--- src/sv/bec_pkg.sv ---
`timescale 1ns / 1ps

package bec_pkg;

  // Sizes
  localparam int SAMPLE_WIDTH      = 16;
  localparam int BANDPASS_SECTIONS = 2;
  localparam int SINE_TABLE_DEPTH  = 1024;   // power of two
  localparam int SECTION_COUNT     = BANDPASS_SECTIONS + 1;
  localparam int TAPS_PER_SEC      = 5;
  localparam int COEF_SLOTS        = SECTION_COUNT * TAPS_PER_SEC;

  localparam int SEC_W        = (SECTION_COUNT > 1) ? $clog2(SECTION_COUNT) : 1;
  localparam int SLOT_W       = $clog2(COEF_SLOTS);
  localparam int COEF_INDEX_W = 4;
  localparam int COEF_W       = 32;     // Q4.28
  localparam int COEF_FRAC    = 28;
  localparam int SIG_W        = 32;     // Q8.24
  localparam int DELAY_W      = 40;     // Q16.24
  localparam int SUM_W        = DELAY_W + 2;
  localparam int PROD_W       = 2 * COEF_W;
  localparam int RND_W        = PROD_W - COEF_FRAC;
  localparam int SINE_W       = 16;     // Q1.15
  localparam int SINE_ADDR_W  = $clog2(SINE_TABLE_DEPTH);
  localparam int PHASE_W      = 32;
  localparam int IN_SHIFT     = 25 - SAMPLE_WIDTH;
  localparam int OUT_SHIFT    = 40 - SAMPLE_WIDTH;

  // Stream word layout
  localparam int IDX_LSB    = SAMPLE_WIDTH;
  localparam int VAL_LSB    = SAMPLE_WIDTH + COEF_INDEX_W;
  localparam int IN_DATA_W  = ((VAL_LSB + COEF_W + 7) / 8) * 8;
  localparam int OUT_DATA_W = ((SAMPLE_WIDTH + 7) / 8) * 8;

  // Edges from a sample word's acceptance to the edge that samples its result
  localparam int ITEM_LATENCY = COEF_SLOTS + 3;

  localparam logic [PHASE_W-1:0] PHASE_STEP_RESET = 32'd17895697;
  localparam logic [63:0]        HALF_PI_Q30      = 64'd1686629713;

  typedef enum logic {
    OP_SAMPLE = 1'b0,
    OP_COEF   = 1'b1
  } op_t;

  // Product kinds in issue order within one section, then the carrier product
  typedef enum logic [2:0] {
    K_B0,
    K_B1,
    K_A1,
    K_B2,
    K_A2,
    K_CAR
  } kind_t;

  typedef enum logic [1:0] {
    S_IDLE,
    S_RUN,
    S_CAR,
    S_DONE
  } state_t;

  // Sequencer to datapath control
  typedef struct packed {
    logic             load;
    logic             issue;
    logic [SEC_W-1:0] sec;
    kind_t            kind;
  } ctl_t;

  typedef logic signed [SINE_W-1:0] sine_tab_t [SINE_TABLE_DEPTH];

  // Quarter-wave Taylor series in Q2.30, scaled to 32767
  function automatic sine_tab_t build_sine();
    sine_tab_t          tab;
    logic [63:0]        p;
    logic [63:0]        r;
    logic [63:0]        x;
    logic [63:0]        x2;
    logic [63:0]        t;
    logic signed [63:0] sum;
    logic signed [63:0] v;
    logic [1:0]         q;
    int                 k;
    for (k = 0; k < SINE_TABLE_DEPTH; k++) begin
      p = (64'(k) << 32) / SINE_TABLE_DEPTH;
      q = p[31:30];
      r = p & 64'h3FFF_FFFF;
      if (q[0]) r = 64'h4000_0000 - r;
      x   = (r * HALF_PI_Q30) >> 30;
      x2  = (x * x) >> 30;
      t   = x;
      sum = $signed(x);
      t   = ((t * x2) >> 30) / 64'd6;
      sum = sum - $signed(t);
      t   = ((t * x2) >> 30) / 64'd20;
      sum = sum + $signed(t);
      t   = ((t * x2) >> 30) / 64'd42;
      sum = sum - $signed(t);
      t   = ((t * x2) >> 30) / 64'd72;
      sum = sum + $signed(t);
      t   = ((t * x2) >> 30) / 64'd110;
      sum = sum - $signed(t);
      t   = ((t * x2) >> 30) / 64'd156;
      sum = sum + $signed(t);
      if (sum < 0) sum = 0;
      if (sum > 64'sd1073741824) sum = 64'sd1073741824;
      v = (sum * 64'sd32767 + 64'sd536870912) >>> 30;
      if (v > 64'sd32767) v = 64'sd32767;
      tab[k] = q[1] ? SINE_W'(-v) : SINE_W'(v);
    end
    return tab;
  endfunction

endpackage

--- src/sv/bec_seq.sv ---
`timescale 1ns / 1ps

module bec_seq
  import bec_pkg::*;
(
  input  logic clk,
  input  logic rst,
  input  logic in_valid,
  input  logic in_op,
  input  logic out_busy,
  output logic in_ready,
  output logic out_load,
  output ctl_t ctl
);

  state_t           state, state_next;
  logic [SEC_W-1:0] sec, sec_next;
  kind_t            kind, kind_next;

  always_ff @(posedge clk) begin
    if (rst) begin
      state <= S_IDLE;
      sec   <= '0;
      kind  <= K_B0;
    end else begin
      state <= state_next;
      sec   <= sec_next;
      kind  <= kind_next;
    end
  end

  // Step through sections, then the carrier product, then write out
  always_comb begin
    state_next = state;
    sec_next   = sec;
    kind_next  = kind;
    in_ready   = 1'b0;
    out_load   = 1'b0;
    ctl        = '{load: 1'b0, issue: 1'b0, sec: sec, kind: kind};
    unique case (state)
      S_IDLE: begin
        in_ready = 1'b1;
        if (in_valid && (in_op == OP_SAMPLE)) begin
          ctl.load   = 1'b1;
          sec_next   = '0;
          kind_next  = K_B0;
          state_next = S_RUN;
        end
      end
      S_RUN: begin
        ctl.issue = 1'b1;
        unique case (kind)
          K_B0: kind_next = K_B1;
          K_B1: kind_next = K_A1;
          K_A1: kind_next = K_B2;
          K_B2: kind_next = K_A2;
          K_A2: begin
            kind_next = K_B0;
            if (sec == SEC_W'(SECTION_COUNT - 1)) state_next = S_CAR;
            else sec_next = sec + 1'b1;
          end
          default: kind_next = K_B0;
        endcase
      end
      S_CAR: begin
        ctl.issue  = 1'b1;
        ctl.kind   = K_CAR;
        state_next = S_DONE;
      end
      S_DONE: begin
        if (!out_busy) begin
          out_load   = 1'b1;
          state_next = S_IDLE;
        end
      end
      default: state_next = S_IDLE;
    endcase
  end

endmodule

--- config.mk ---
export PLATFORM = sky130hd
export DESIGN_NAME = bec_seq
export DESIGN_NICKNAME = d
export VERILOG_FILES = /design/src/sv/bec_pkg.sv /design/src/sv/bec_seq.sv
export SDC_FILE = /design/constraint.sdc
export NUM_CORES = 1
export LEC_CHECK = 0
export ABC_CLOCK_PERIOD_IN_PS = 2300
export BUFFER_PORTS_ARGS = -buffer_cell sky130_fd_sc_hd__buf_2
export CAP_MARGIN = 20
export CORE_AREA = 2 2 39 41
export DETAILED_ROUTE_END_ITERATION = 7
export DIE_AREA = 0 0 41 43
export GPL_TIMING_DRIVEN = 0
export HOLD_SLACK_MARGIN = 0.15
export SETUP_SLACK_MARGIN = 0.5
export SKIP_CTS_REPAIR_TIMING = 1
export SLEW_MARGIN = 20
export SYNTH_ARGS = -nofsm -noshare
export SYNTH_HDL_FRONTEND = slang
export SYNTH_SLANG_ARGS = --single-unit
--- constraint.sdc ---
create_clock -name clk -period 2.3 [get_ports clk]
set_input_delay 0.115 -clock clk [delete_from_list [all_inputs] [get_ports clk]]
set_output_delay 0.115 -clock clk [all_outputs]
set_load 0.005 [all_outputs]
==> out/results.txt, run 1 <==
Summed over all failing endpoints, the final setup total negative slack is 0 ns. Max-cap violations in this run came to 0. The tools report the count of antenna diodes in the layout as 0. The die height was 43 um.

The combinational share of power was 0.508; the row count was 14. The share of the synthesized area in compound gates (AO/OA/AOI/OAI) is 0.2055. Wires add up to 1.025 mm.

The synthesized instance count is 59, and the number of buffers added on ports is 12. After layout, the minimum clock period comes to 1.656 ns. After the first detailed-routing iteration, the DRC count stood at 8. The category of the most critical setup path is reg2reg.

The number of vias after detailed routing is 458. Data arrival time of the critical path: 1.78 ns. The worst setup path is launched from a register.

The clock power share is 0.201. Hold violation count in the final report: 0. For the post-route clock skew, the log shows 0.003827 ns. In the final routed layout, each cell accounts on average for 11.26 um.

The die area was 1763 um2. For the pin with the worst max-slew slack, the measured transition is 0.4283 ns. On the worst path, the slowest cell contributes a delay of 0.51 ns.

The largest fanout on the critical path is 5, and the total global routing overflow is 0. Synthesis inferred 7 register bits. The xor-xnor portion of the synthesized cell area was 0; the residual antenna-violating net count after detailed routing was 0. In the routed design, unresolved DRC markers number 0. The multiplexer fraction of the synthesized cell area came out at 0.02005. Sort of element at the end of the critical path: a register. The total stage count of the critical path was 6. The buffers plus inverters on the worst setup path was 1; the via count of the first global-routing pass was 414. Entering global routing, the biggest net connects 9 pins. The depth of the worst register-to-register path is 6, and the number of iterations in the first detailed-routing pass is 3. On the critical path, the stage with the largest delay is an instance of sky130_fd_sc_hd__or4b_4. The number of distinct standard cells referenced by the synthesized netlist came out at 30. At the worst endpoint, the required time is 2.42 ns. From synthesis to final layout, the design area changed by 23.81%. Dividing total power by cell area gives a power density of 887.7 nW/um2. The fraction of the mapped netlist area in adder cells was 0.1504. The average vias per placed instance was 5.033. During synthesis, Yosys emitted a total of 0 warnings. Fraction of synthesis flops using an asynchronous set or reset pin: 0.

The tree built by TritonCTS fans out to 7 sinks. For the worst IR drop on VDD, the log shows 0.3663 mV. The min-delay analysis places its worst path in the category in2reg. The sequential cell area fraction in the yosys report came out at 0.2807. Setup repair after global routing left no endpoint under its margin. The die is 41 um wide. For this design the top-level I/O count stands at 14. The run finished with clean final reports. For the highest clock frequency the design can meet, the log shows 0.6039 GHz.

The congestion estimate from routability-driven global placement came to 0.8091. The static leakage was 0.2828 nW. The run gives 0.2169 mW as the net switching power of the design. The internal power of the cells totals 0.3318 mW. The wire length of the first global-routing pass is 1.662 mm, and the worst slew margin relative to its limit is 0.7120. The fraction of final layout cells with drive strength greater than 1 works out to 0.3467.

The sequential group share of total power came out at 0.291. At the later pin of the worst-skew pair, clock insertion delay measures 0.25 ns. In the synthesized netlist the dominant register cell turns out to be sky130_fd_sc_hd__dfxtp_1. Once detailed placement completed, the half-perimeter wirelength came to 771.2 um. Starting density of the core: 0.3608. The placed instances occupy a cell area of 579.3 um2. The finished cells cover 618.1 um2. For the count of final max-slew check failures, the log shows 0. Dominant delay contributor by cell family on the critical path: simple AND/OR/NAND/NOR gates. The proportion of total power due to net switching is 0.3953. For the CTS H-tree depth, the log shows 1.

TritonCTS built the clock tree. The clock slew at the register clock pins of the worst setup and hold paths was 0.05 ns; the global router's overall resource usage was 0.1475. The mean instance size in the synthesized netlist is 8.462 um2, and the worst hold path cell count is 2. Traced cell by cell, the critical path runs through inv_1, ha_1, or4b_4, and2_2, o21ai_0, a21oi_1.

The initial antenna violation count is 0. The final clock period utilization by the worst path was 0.7200; the maximum root-to-sink buffer count was 2. Main combinational cell family by area after synthesis: simple AND/OR/NAND/NOR gates.

The logs give 1384 um2 for the area inside the core boundary and 499.2 um2 for the combined area of all synthesized cells. Simple logic cell fraction of the synthesized area: 0.2757. The number of endpoints failing setup at the final stage was 0.

The number of enable-type register cells in the synthesized netlist was 0. The final layout contains 87 nets. The tools report the net count after synthesis as 70. Clock tree synthesis selected as its root buffer the cell sky130_fd_sc_hd__clkbuf_4.

TritonCTS created 3 clock buffers.
-- cells in the mapped netlist, types with 2 or more instances --
library cell	count	area (um2)
sky130_fd_sc_hd__inv_1	6	22.52
sky130_fd_sc_hd__nand2_1	2	7.510
sky130_fd_sc_hd__nand2b_1	2	12.51
sky130_fd_sc_hd__ha_1	6	75.07
sky130_fd_sc_hd__or2_2	2	12.51
sky130_fd_sc_hd__nor2_1	5	18.77
sky130_fd_sc_hd__and2_2	2	15.01
sky130_fd_sc_hd__dfxtp_1	7	140.1
sky130_fd_sc_hd__nor2b_1	2	12.51
sky130_fd_sc_hd__a21oi_1	5	25.02
-- power groups by stage --
stage	clock [mW]	sequential, mW	combinational [mW]
after floorplan	0	0.157	0.190
after detailed placement	0	0.162	0.263
after global placement	0	0.162	0.262
after global routing	0.131	0.164	0.315
after CTS	0.118	0.160	0.263
final	0.110	0.160	0.279
-- through the flow --
step	hold WS (ns)	std cells	utilization	total power, mW	worst slack (ns)
after global placement	0.4624	87	0.4186	0.4240	0.5172
after CTS	0.1980	91	0.4376	0.5408	0.4717
after detailed placement	0.4608	87	0.4186	0.4252	0.4733
after floorplan	0.2602	59	-	0.3468	0.6569
final	0.1948	91	0.4467	0.5487	0.6440
after global routing	0.2082	91	0.4467	0.6093	0.5303
-- cells by family after synthesis --
kind of cell | after synthesis
AOI/OAI and AO/OA | 15
DFF | 7
adders and majority gates | 6
muxes | 1
and+or+nand+nor | 22
buffers and inverters | 8
-- cells in the final DEF (no fill, tap or decap), types with 2 or more instances in the layout --
cell type | synthesis | final
sky130_fd_sc_hd__buf_2 | 0 | 12
sky130_fd_sc_hd__inv_1 | 6 | 6
sky130_fd_sc_hd__ha_1 | 6 | 6
sky130_fd_sc_hd__dfxtp_1 | 7 | 6
sky130_fd_sc_hd__nor2_1 | 5 | 5
sky130_fd_sc_hd__a21oi_1 | 5 | 4
sky130_fd_sc_hd__clkbuf_4 | 0 | 3
sky130_fd_sc_hd__or2_2 | 2 | 2
sky130_fd_sc_hd__nor2b_1 | 2 | 2
sky130_fd_sc_hd__nand2_1 | 2 | 2
sky130_fd_sc_hd__and2_2 | 2 | 2
sky130_fd_sc_hd__nand2b_1 | 2 | 2
-- registers in the layout, indices dropped and copies added (netlist names) --
signal and cells:
state 2, sec 2, kind 3
-- layout make-up --
type	instances	area [um2]
Clock buffer	4	26.28
Inverter	6	22.52
Sequential cell	7	141.4
Timing Repair Buffer	12	60.06
Tap cell	16	20.02
Buffer	2	11.26
Fill cell	147	765.7
Multi-Input combinational cell	44	336.6
-- worst reg2reg max path, stage by stage (launching register included) --
cell and delay [ns]:
sky130_fd_sc_hd__dfxtp_2 0.35, sky130_fd_sc_hd__inv_1 0.05, sky130_fd_sc_hd__ha_1 0.20, sky130_fd_sc_hd__or4b_4 0.51, sky130_fd_sc_hd__and2_2 0.20, sky130_fd_sc_hd__o21ai_0 0.15, sky130_fd_sc_hd__a21oi_1 0.08
-- metal layers --
| layer | wire (um) | track usage | vias to the layer above |
|---|---|---|---|
| met5 | 0 | 0 | - |
| met4 | 21 | 0.1400 | 0 |
| met3 | 60 | 0.04712 | 2 |
| met2 | 424 | 0.1781 | 11 |
| met1 | 519 | 0.1934 | 201 |
| li1 | - | - | 244 |
-- final timing paths --
path                            slack, ns                 from                   end
worst min-delay path                 0.19                  rst  kind[2]$_SDFFE_PP0P_
worst max-delay path                 0.64  sec[0]$_SDFFE_PP0P_   sec[1]$_SDFFE_PP0P_
worst min register to register       0.48  sec[0]$_SDFFE_PP0P_   sec[0]$_SDFFE_PP0P_
worst max register to register       0.64  sec[0]$_SDFFE_PP0P_   sec[1]$_SDFFE_PP0P_
Note: power is estimated with default switching activity, not from simulation.
==> run 2, diff against run 1 <==
--- a/config.mk
+++ b/config.mk
@@ -5,7 +5,7 @@
 export SDC_FILE = /design/constraint.sdc
 export NUM_CORES = 1
 export LEC_CHECK = 0
-export ABC_CLOCK_PERIOD_IN_PS = 2300
+export ABC_CLOCK_PERIOD_IN_PS = 1550
 export BUFFER_PORTS_ARGS = -buffer_cell sky130_fd_sc_hd__buf_2
 export CAP_MARGIN = 20
 export CORE_AREA = 2 2 39 41
==> constraint.sdc (replaced) <==
create_clock -name clk -period 1.55 [get_ports clk]
set_input_delay 0.0775 -clock clk [delete_from_list [all_inputs] [get_ports clk]]
set_output_delay 0.0775 -clock clk [all_outputs]
set_load 0.005 [all_outputs]
==> run 2 against run 1 <==
  * Critical path depth unchanged
  * Routed wire length up 20%
  * Non-clock buffer count up 7
  * Clock power up 59%
  * Utilization up 16 points
  * Combinational power rose to 2.7 times the previous value
  * Count of clock-buffer cells in the layout unchanged
  * Clock skew down 0.0025 ns
  * Via count up 9.8%
  * Die area unchanged
  * First-iteration DRC count up 38%
  * Sequential share of layout area down 4.8 points
  * Largest power group unchanged
  * Highest routed layer unchanged
==> out/results.txt, run 2 (synthesized netlist as in run 1, its figures left out) <==
The final clock period utilization by the worst path was 0.9713 (was 0.7200). The static leakage is 0.3380 nW (was 0.2828 nW), and the count of antenna diodes in the layout is 0 (unchanged). The die outline width works out to 41 um (unchanged). Required time reported for the critical path endpoint: 1.73 ns (was 2.42 ns). The logs give 0.8988 mV (was 0.3663 mV) for the worst IR drop on VDD and 1.780 mm (was 1.662 mm) for the wire length of the first global-routing pass. The tools report the total wire length after detailed routing as 1.234 mm (was 1.025 mm).

The logs give 0.7350 (was 0.8091) for the routability-driven placement congestion ratio and 7 (unchanged) for the clock net sink count. The via count of the first global-routing pass is 418 (was 414), and the post-route clock skew is 0.001337 ns (was 0.003827 ns). The initial antenna violation count is 0 (unchanged), and the highest clock frequency the design can meet is 0.6642 GHz (was 0.6039 GHz). The flow ran to the end, and the final reports show no timing, DRC or antenna violations. Setup repair after global routing could not meet its margin everywhere. The number of buffers added on ports works out to 12 (unchanged).

TritonCTS built the clock tree. The number of flip-flops in the largest register was 3 (unchanged); the row count was 14 (unchanged). The run gives 0.26 ns (was 0.25 ns) as the latest clock arrival within the worst-skew pair. The tools report the die area as 1763 um2 (unchanged). The relative area change from synthesis to final layout is 69.42% (was 23.81%), and the global-route met1 utilization is 0.1806 (was 0.1934).

The starting DRC count in detailed routing came out at 11 (was 8). The met3 track demand over resource came out at 0.07853 (was 0.04712). The placed instance count came out at 87 (unchanged). The most heavily used metal layer in global routing is met2 (was met1). The detailed-route wire length per cell is 12.59 um (was 11.26 um), and the DRC violation count after routing is 0 (unchanged). Commonest cells after routing, fill and taps aside: 9 x sky130_fd_sc_hd__buf_6, 7 x sky130_fd_sc_hd__buf_2, 6 x sky130_fd_sc_hd__ha_4, 5 x sky130_fd_sc_hd__nor2_1, 4 x sky130_fd_sc_hd__buf_4 (was 12 x sky130_fd_sc_hd__buf_2, 6 x sky130_fd_sc_hd__inv_1, 6 x sky130_fd_sc_hd__ha_1, 6 x sky130_fd_sc_hd__dfxtp_1, 5 x sky130_fd_sc_hd__nor2_1). Registers with the most flip-flops: kind x3, sec x2, state x2 (unchanged). Category of the most critical setup path: reg2reg (unchanged). The tools report the clock buffer count from CTS as 3 (unchanged). The total power after layout is 1.198 mW (was 0.5487 mW). The logs give 845.8 um2 (was 618.1 um2) for the post-route standard cell area excluding fillers and 0.6112 (was 0.4467) for the final design utilization.

The top register by number of flip-flops is kind (unchanged). The CTS H-tree depth is 1 (unchanged), and the total global routing overflow is 0 (unchanged). The number of top-level design ports was 14 (unchanged). The tools report the residual antenna-violating net count after detailed routing as 0 (unchanged). The tools report the number of nets in the layout as 94 (was 87).

Type of element launching the critical path: a register (unchanged). The worst min-delay path class was in2reg (unchanged). The run gives 0 (unchanged) as the hold violation count in the final report. For the number of violations of the max-capacitance limit, the log shows 0 (unchanged). The global router's overall resource usage was 0.1518 (was 0.1475); the tightest hold margin was 0.1637 ns (was 0.1948 ns). The most frequent standard cell in the layout excluding fill and tap cells was sky130_fd_sc_hd__buf_6 (was sky130_fd_sc_hd__buf_2). The number of vias after detailed routing came out at 503 (was 458). For the number of iterations in the first detailed-routing pass, the log shows 4 (was 3). The run gives 0 (unchanged) as the number of endpoints failing setup at the final stage. The run gives 98 (was 91) as the non-filler instance count after layout.

The fraction of final layout cells with drive strength greater than 1 works out to 0.6098 (was 0.3467). Actual slew at the worst max-slew pin: 0.3545 ns (was 0.4283 ns). The pin count of the biggest net entering global routing is 9 (unchanged). The post-layout minimum cycle time was 1.506 ns (was 1.656 ns); the final HPWL from detailed placement was 841.9 um (was 771.2 um).

The tools report the worst slew margin relative to its limit as 0.7636 (was 0.7120). The clock slew at the register clock pins of the worst setup and hold paths is 0.05 ns (about the same). The data arrival time of the critical path came out at 1.69 ns (was 1.78 ns).

The starting density of the core was 0.3608 (unchanged). The sort of element at the end of the critical path is a register (unchanged). The average vias per placed instance was 5.133 (was 5.033). The power density of the placed cells came out at 1417 nW/um2 (was 887.7 nW/um2).

The met2 routing resource usage after global routing was 0.2219 (was 0.1781); the largest fanout on the critical path was 4 (was 5). The root cell of the clock tree is sky130_fd_sc_hd__clkbuf_4 (unchanged). Area inside the core boundary: 1384 um2 (unchanged).

The die height is 43 um (unchanged). The placement-stage cell area is 649.4 um2 (was 579.3 um2), and the count of final max-slew check failures is 0 (unchanged). The run gives 2 (unchanged) as the maximum root-to-sink buffer count.
## run 2: final timing paths
check | from | to | slack (ns) | depth (start not counted)
setup / recovery | sec[0]$_SDFFE_PP0P_ | sec[0]$_SDFFE_PP0P_ | 0.04 | 6
hold / removal | rst | kind[2]$_SDFFE_PP0P_ | 0.16 | 2
setup reg to reg | sec[0]$_SDFFE_PP0P_ | sec[0]$_SDFFE_PP0P_ | 0.04 | 6
hold reg to reg | sec[1]$_SDFFE_PP0P_ | sec[1]$_SDFFE_PP0P_ | 0.49 | 2
## run 2: power by group
part / internal [mW] / total (mW) / switching [mW]
logic: 0.434 / 0.765 / 0.331
registers: 0.213 / 0.259 / 0.0455
clock network: 0.0988 / 0.175 / 0.0759
total: 0.746 / 1.20 / 0.452
## run 2: per-stage QoR
step | setup WS [ns] | TNS, ns
final | 0.04450 | 0
after global routing | -0.01981 | -0.01981
after CTS | -0.01680 | -0.02825
after floorplan | 0.04947 | 0
after global placement | 0.01091 | 0
after detailed placement | -0.003739 | -0.003899
## run 2: metal layers
metal  vias to the layer above  routed length, um
li1                        255                  -
met1                       237                504
met2                         9                665
met3                         2                 50
met4                         0                 14
met5                         -                  0
## run 2: cell type report
type                       instances  area (um2)
sequential                         7       152.6
tap                               16       20.02
multi-input combinational         44       446.7
buffer                             2       15.01
clock buffer                       4       26.28
inverter                           6       30.03
timing repair buffer              19       155.1
fill                             122       538.0
## run 2: worst max-delay path, cell delays in order, from the launching register on
cell and delay (ns):
sky130_fd_sc_hd__dfxtp_4 0.35, sky130_fd_sc_hd__inv_2 0.04, sky130_fd_sc_hd__ha_4 0.15, sky130_fd_sc_hd__or4b_4 0.51
sky130_fd_sc_hd__a211oi_2 0.17, sky130_fd_sc_hd__o21ai_1 0.09, sky130_fd_sc_hd__a21oi_1 0.12
==> run 3, diff against run 2 <==
--- a/config.mk
+++ b/config.mk
@@ -5,9 +5,8 @@
 export SDC_FILE = /design/constraint.sdc
 export NUM_CORES = 1
 export LEC_CHECK = 0
-export ABC_CLOCK_PERIOD_IN_PS = 1550
+export ABC_CLOCK_PERIOD_IN_PS = 1700
 export BUFFER_PORTS_ARGS = -buffer_cell sky130_fd_sc_hd__buf_2
-export CAP_MARGIN = 20
 export CORE_AREA = 2 2 39 41
 export DETAILED_ROUTE_END_ITERATION = 7
 export DIE_AREA = 0 0 41 43
==> constraint.sdc (replaced) <==
create_clock -name clk -period 1.7 [get_ports clk]
set_input_delay 0.085 -clock clk [delete_from_list [all_inputs] [get_ports clk]]
set_output_delay 0.085 -clock clk [all_outputs]
set_load 0.005 [all_outputs]
==> run 3 against run 2 <==
  * Cell area is 2.7% higher
  * Total power decreased by 5.7%
  * Sequential share of layout area decreased by 0.47 points
  * Combinational power shrank 4.8%
  * Via count grew 9.7%
  * Clock skew rose by 0.0018 ns
  * Utilization grew 1.6 points
  * Largest cell class unchanged
  * Routed wire length grew 13%
==> out/results.txt, run 3 (synthesized netlist as in run 1, its figures left out) <==
Number of flip-flops in the largest register: 3 (unchanged). Root cell of the clock tree: sky130_fd_sc_hd__clkbuf_4 (unchanged). The power density of the placed cells came out at 1302 nW/um2 (was 1417 nW/um2). The tools report the net switching power of the design as 0.4259 mW (was 0.4522 mW).

The die height came out at 43 um (unchanged). The total global routing overflow is 0 (unchanged), and the fill cell total of the finished layout is 123 (was 122). Commonest cells after routing, fill and taps aside: 9 x sky130_fd_sc_hd__buf_2, 9 x sky130_fd_sc_hd__buf_4, 7 x sky130_fd_sc_hd__buf_6, 6 x sky130_fd_sc_hd__ha_4, 5 x sky130_fd_sc_hd__nor2_1 (was 9 x sky130_fd_sc_hd__buf_6, 7 x sky130_fd_sc_hd__buf_2, 6 x sky130_fd_sc_hd__ha_4, 5 x sky130_fd_sc_hd__nor2_1, 4 x sky130_fd_sc_hd__buf_4). The starting DRC count in detailed routing came out at 7 (was 11). The sort of element at the end of the critical path was a register (unchanged). The combinational share of power is 0.644 (was 0.638). Number of endpoints failing setup at the final stage: 0 (unchanged).

The required time reported for the critical path endpoint is 1.87 ns (was 1.73 ns). The tools report the type of element launching the critical path as a register (unchanged). The total wire length after detailed routing was 1.395 mm (was 1.234 mm). The count of antenna diodes in the layout was 0 (unchanged). Category of the most critical setup path: reg2reg (unchanged). The flow ran to the end, and the final reports show no timing, DRC or antenna violations. The largest fanout on the critical path works out to 4 (unchanged). The pin count of the biggest net entering global routing was 9 (unchanged); the row count was 14 (unchanged).

The launch point of the worst reg-to-reg path was sec[0]$_SDFFE_PP0P_ (unchanged). The tools report the total internal power as 0.7043 mW (was 0.7461 mW). Worst min-delay path class: in2reg (unchanged).

Number of iterations in the first detailed-routing pass: 4 (unchanged). For the tightest hold margin, the log shows 0.1662 ns (was 0.1637 ns). The run gives 2 (unchanged) as the maximum root-to-sink buffer count.

The relative area change from synthesis to final layout is 73.93% (was 69.42%). DRC violation count after routing: 0 (unchanged). The run gives 7 (unchanged) as the clock net sink count.

The CTS H-tree depth is 1 (unchanged), and the sequential group share of total power is 0.218 (was 0.216). The tools report the clock power share as 0.138 (was 0.146). The static leakage is 0.3615 nW (was 0.3380 nW). The via count of the first global-routing pass is 455 (was 418), and the residual antenna-violating net count after detailed routing is 0 (unchanged). The logs give 0.13 ns (was 0.04 ns) for the internal reg-to-reg setup slack and 3 (unchanged) for the clock buffer count from CTS. The depth of the worst register-to-register path was 6 (unchanged); the sum of negative setup slack was 0 ns (unchanged).

The latest clock arrival within the worst-skew pair is 0.26 ns (about the same). The highest clock frequency the design can meet is 0.6350 GHz (was 0.6642 GHz). The number of vias after detailed routing was 552 (was 503); the worst hold path cell count was 2 (unchanged). The endpoint of the worst register-to-register path was sec[0]$_SDFFE_PP0P_ (unchanged).

The routability-driven placement congestion ratio was 0.6935 (was 0.7350). The initial antenna violation count was 0 (unchanged). The die outline width was 41 um (unchanged); the actual slew at the worst max-slew pin was 0.3436 ns (was 0.3545 ns). The tools report the data arrival time of the critical path as 1.75 ns (was 1.69 ns). TritonCTS built the clock tree. The number of nets in the layout was 99 (was 94). For the placement-stage cell area, the log shows 624.3 um2 (was 649.4 um2). The detailed-route wire length per cell is 13.54 um (was 12.59 um). The fraction of final layout cells with drive strength greater than 1 is 0.6322 (was 0.6098). The number of buffers added on ports is 12 (unchanged). For the hold violation count in the final report, the log shows 0 (unchanged). The hold path startpoint is rst (unchanged). Registers with the most flip-flops: kind x3, sec x2, state x2 (unchanged).

The clock slew at the register clock pins of the worst setup and hold paths was 0.05 ns (about the same); the worst slew margin relative to its limit was 0.7709 (was 0.7636). The post-route standard cell area excluding fillers is 868.3 um2 (was 845.8 um2). The final HPWL from detailed placement is 876.1 um (was 841.9 um).

Global router's overall resource usage: 0.1576 (was 0.1518). Post-route clock skew: 0.003168 ns (was 0.001337 ns). The final clock period utilization by the worst path came out at 0.9263 (was 0.9713).

The count of final max-slew check failures was 0 (unchanged). The wire length of the first global-routing pass is 1.897 mm (was 1.780 mm). Terminating pin of the worst hold path: kind[2]$_SDFFE_PP0P_ (unchanged).

Setup repair after global routing could not meet its margin everywhere. The top register by number of flip-flops is kind (unchanged). The starting density of the core came out at 0.3608 (unchanged).

The post-layout minimum cycle time is 1.575 ns (was 1.506 ns), and the area inside the core boundary is 1384 um2 (unchanged). The die area is 1763 um2 (unchanged). The number of violations of the max-capacitance limit is 0 (unchanged), and the average vias per placed instance is 5.359 (was 5.133). Worst IR drop on VDD: 0.8363 mV (was 0.8988 mV).

The proportion of total power due to net switching is 0.3768 (was 0.3774). The tools report the number of top-level design ports as 14 (unchanged).
-- run 3: metrics by stage --
stage	util	cells	power [mW]	worst slack (ns)
6_report	0.6275	103	1.130	0.1253
5_1_grt	0.6275	103	1.206	0.06535
4_1_cts	0.4702	91	0.7996	0.1221
3_5_place_dp	0.4512	87	0.6414	0.1315
3_3_place_gp	0.4512	87	0.6329	0.1541
2_1_floorplan	-	59	0.5253	0.1995
-- run 3: worst max-delay path by stage --
stage	from	to	slack, ns
final	sec[0]$_SDFFE_PP0P_	sec[0]$_SDFFE_PP0P_	0.13
after global routing	state[0]$_SDFFE_PP0P_	kind[2]$_SDFFE_PP0P_	0.07
after CTS	sec[0]$_SDFFE_PP0P_	sec[0]$_SDFFE_PP0P_	0.12
after detailed placement	sec[0]$_SDFFE_PP0P_	sec[0]$_SDFFE_PP0P_	0.13
after global placement	sec[0]$_SDFFE_PP0P_	sec[0]$_SDFFE_PP0P_	0.15
after floorplan	sec[0]$_SDFFE_PP0P_	sec[1]$_SDFFE_PP0P_	0.20
-- run 3: power groups by stage --
stage	combinational (mW)	clock [mW]	sequential [mW]
after floorplan	0.308	0	0.217
after global placement	0.411	0	0.222
after detailed placement	0.417	0	0.224
after CTS	0.419	0.159	0.221
after global routing	0.784	0.169	0.253
final	0.728	0.156	0.247
-- run 3: worst max-delay path, cell delays in order (launching register included) --
cell                       delay, ns
sky130_fd_sc_hd__dfxtp_4        0.36
sky130_fd_sc_hd__inv_2          0.04
sky130_fd_sc_hd__ha_4           0.15
sky130_fd_sc_hd__or4b_4         0.51
sky130_fd_sc_hd__a211oi_2       0.21
sky130_fd_sc_hd__o21ai_1        0.08
sky130_fd_sc_hd__a21oi_1        0.15
-- run 3: metal layers --
layer	vias up	wire (um)	global-route usage
met5	-	0	0
met4	0	22	0.04000
met3	4	51	0.07853
met2	12	771	0.2531
met1	268	550	0.1768
li1	268	-	-
-- run 3: area by class of cell --
cell class	instances	area, um2	area share
Buffer	2	15.01	0.01729
Clock buffer	4	26.28	0.03026
Inverter	6	30.03	0.03458
Multi-Input combinational cell	44	444.2	0.5115
Sequential cell	7	152.6	0.1758
Tap cell	16	20.02	0.02305
Timing Repair Buffer	24	180.2	0.2075
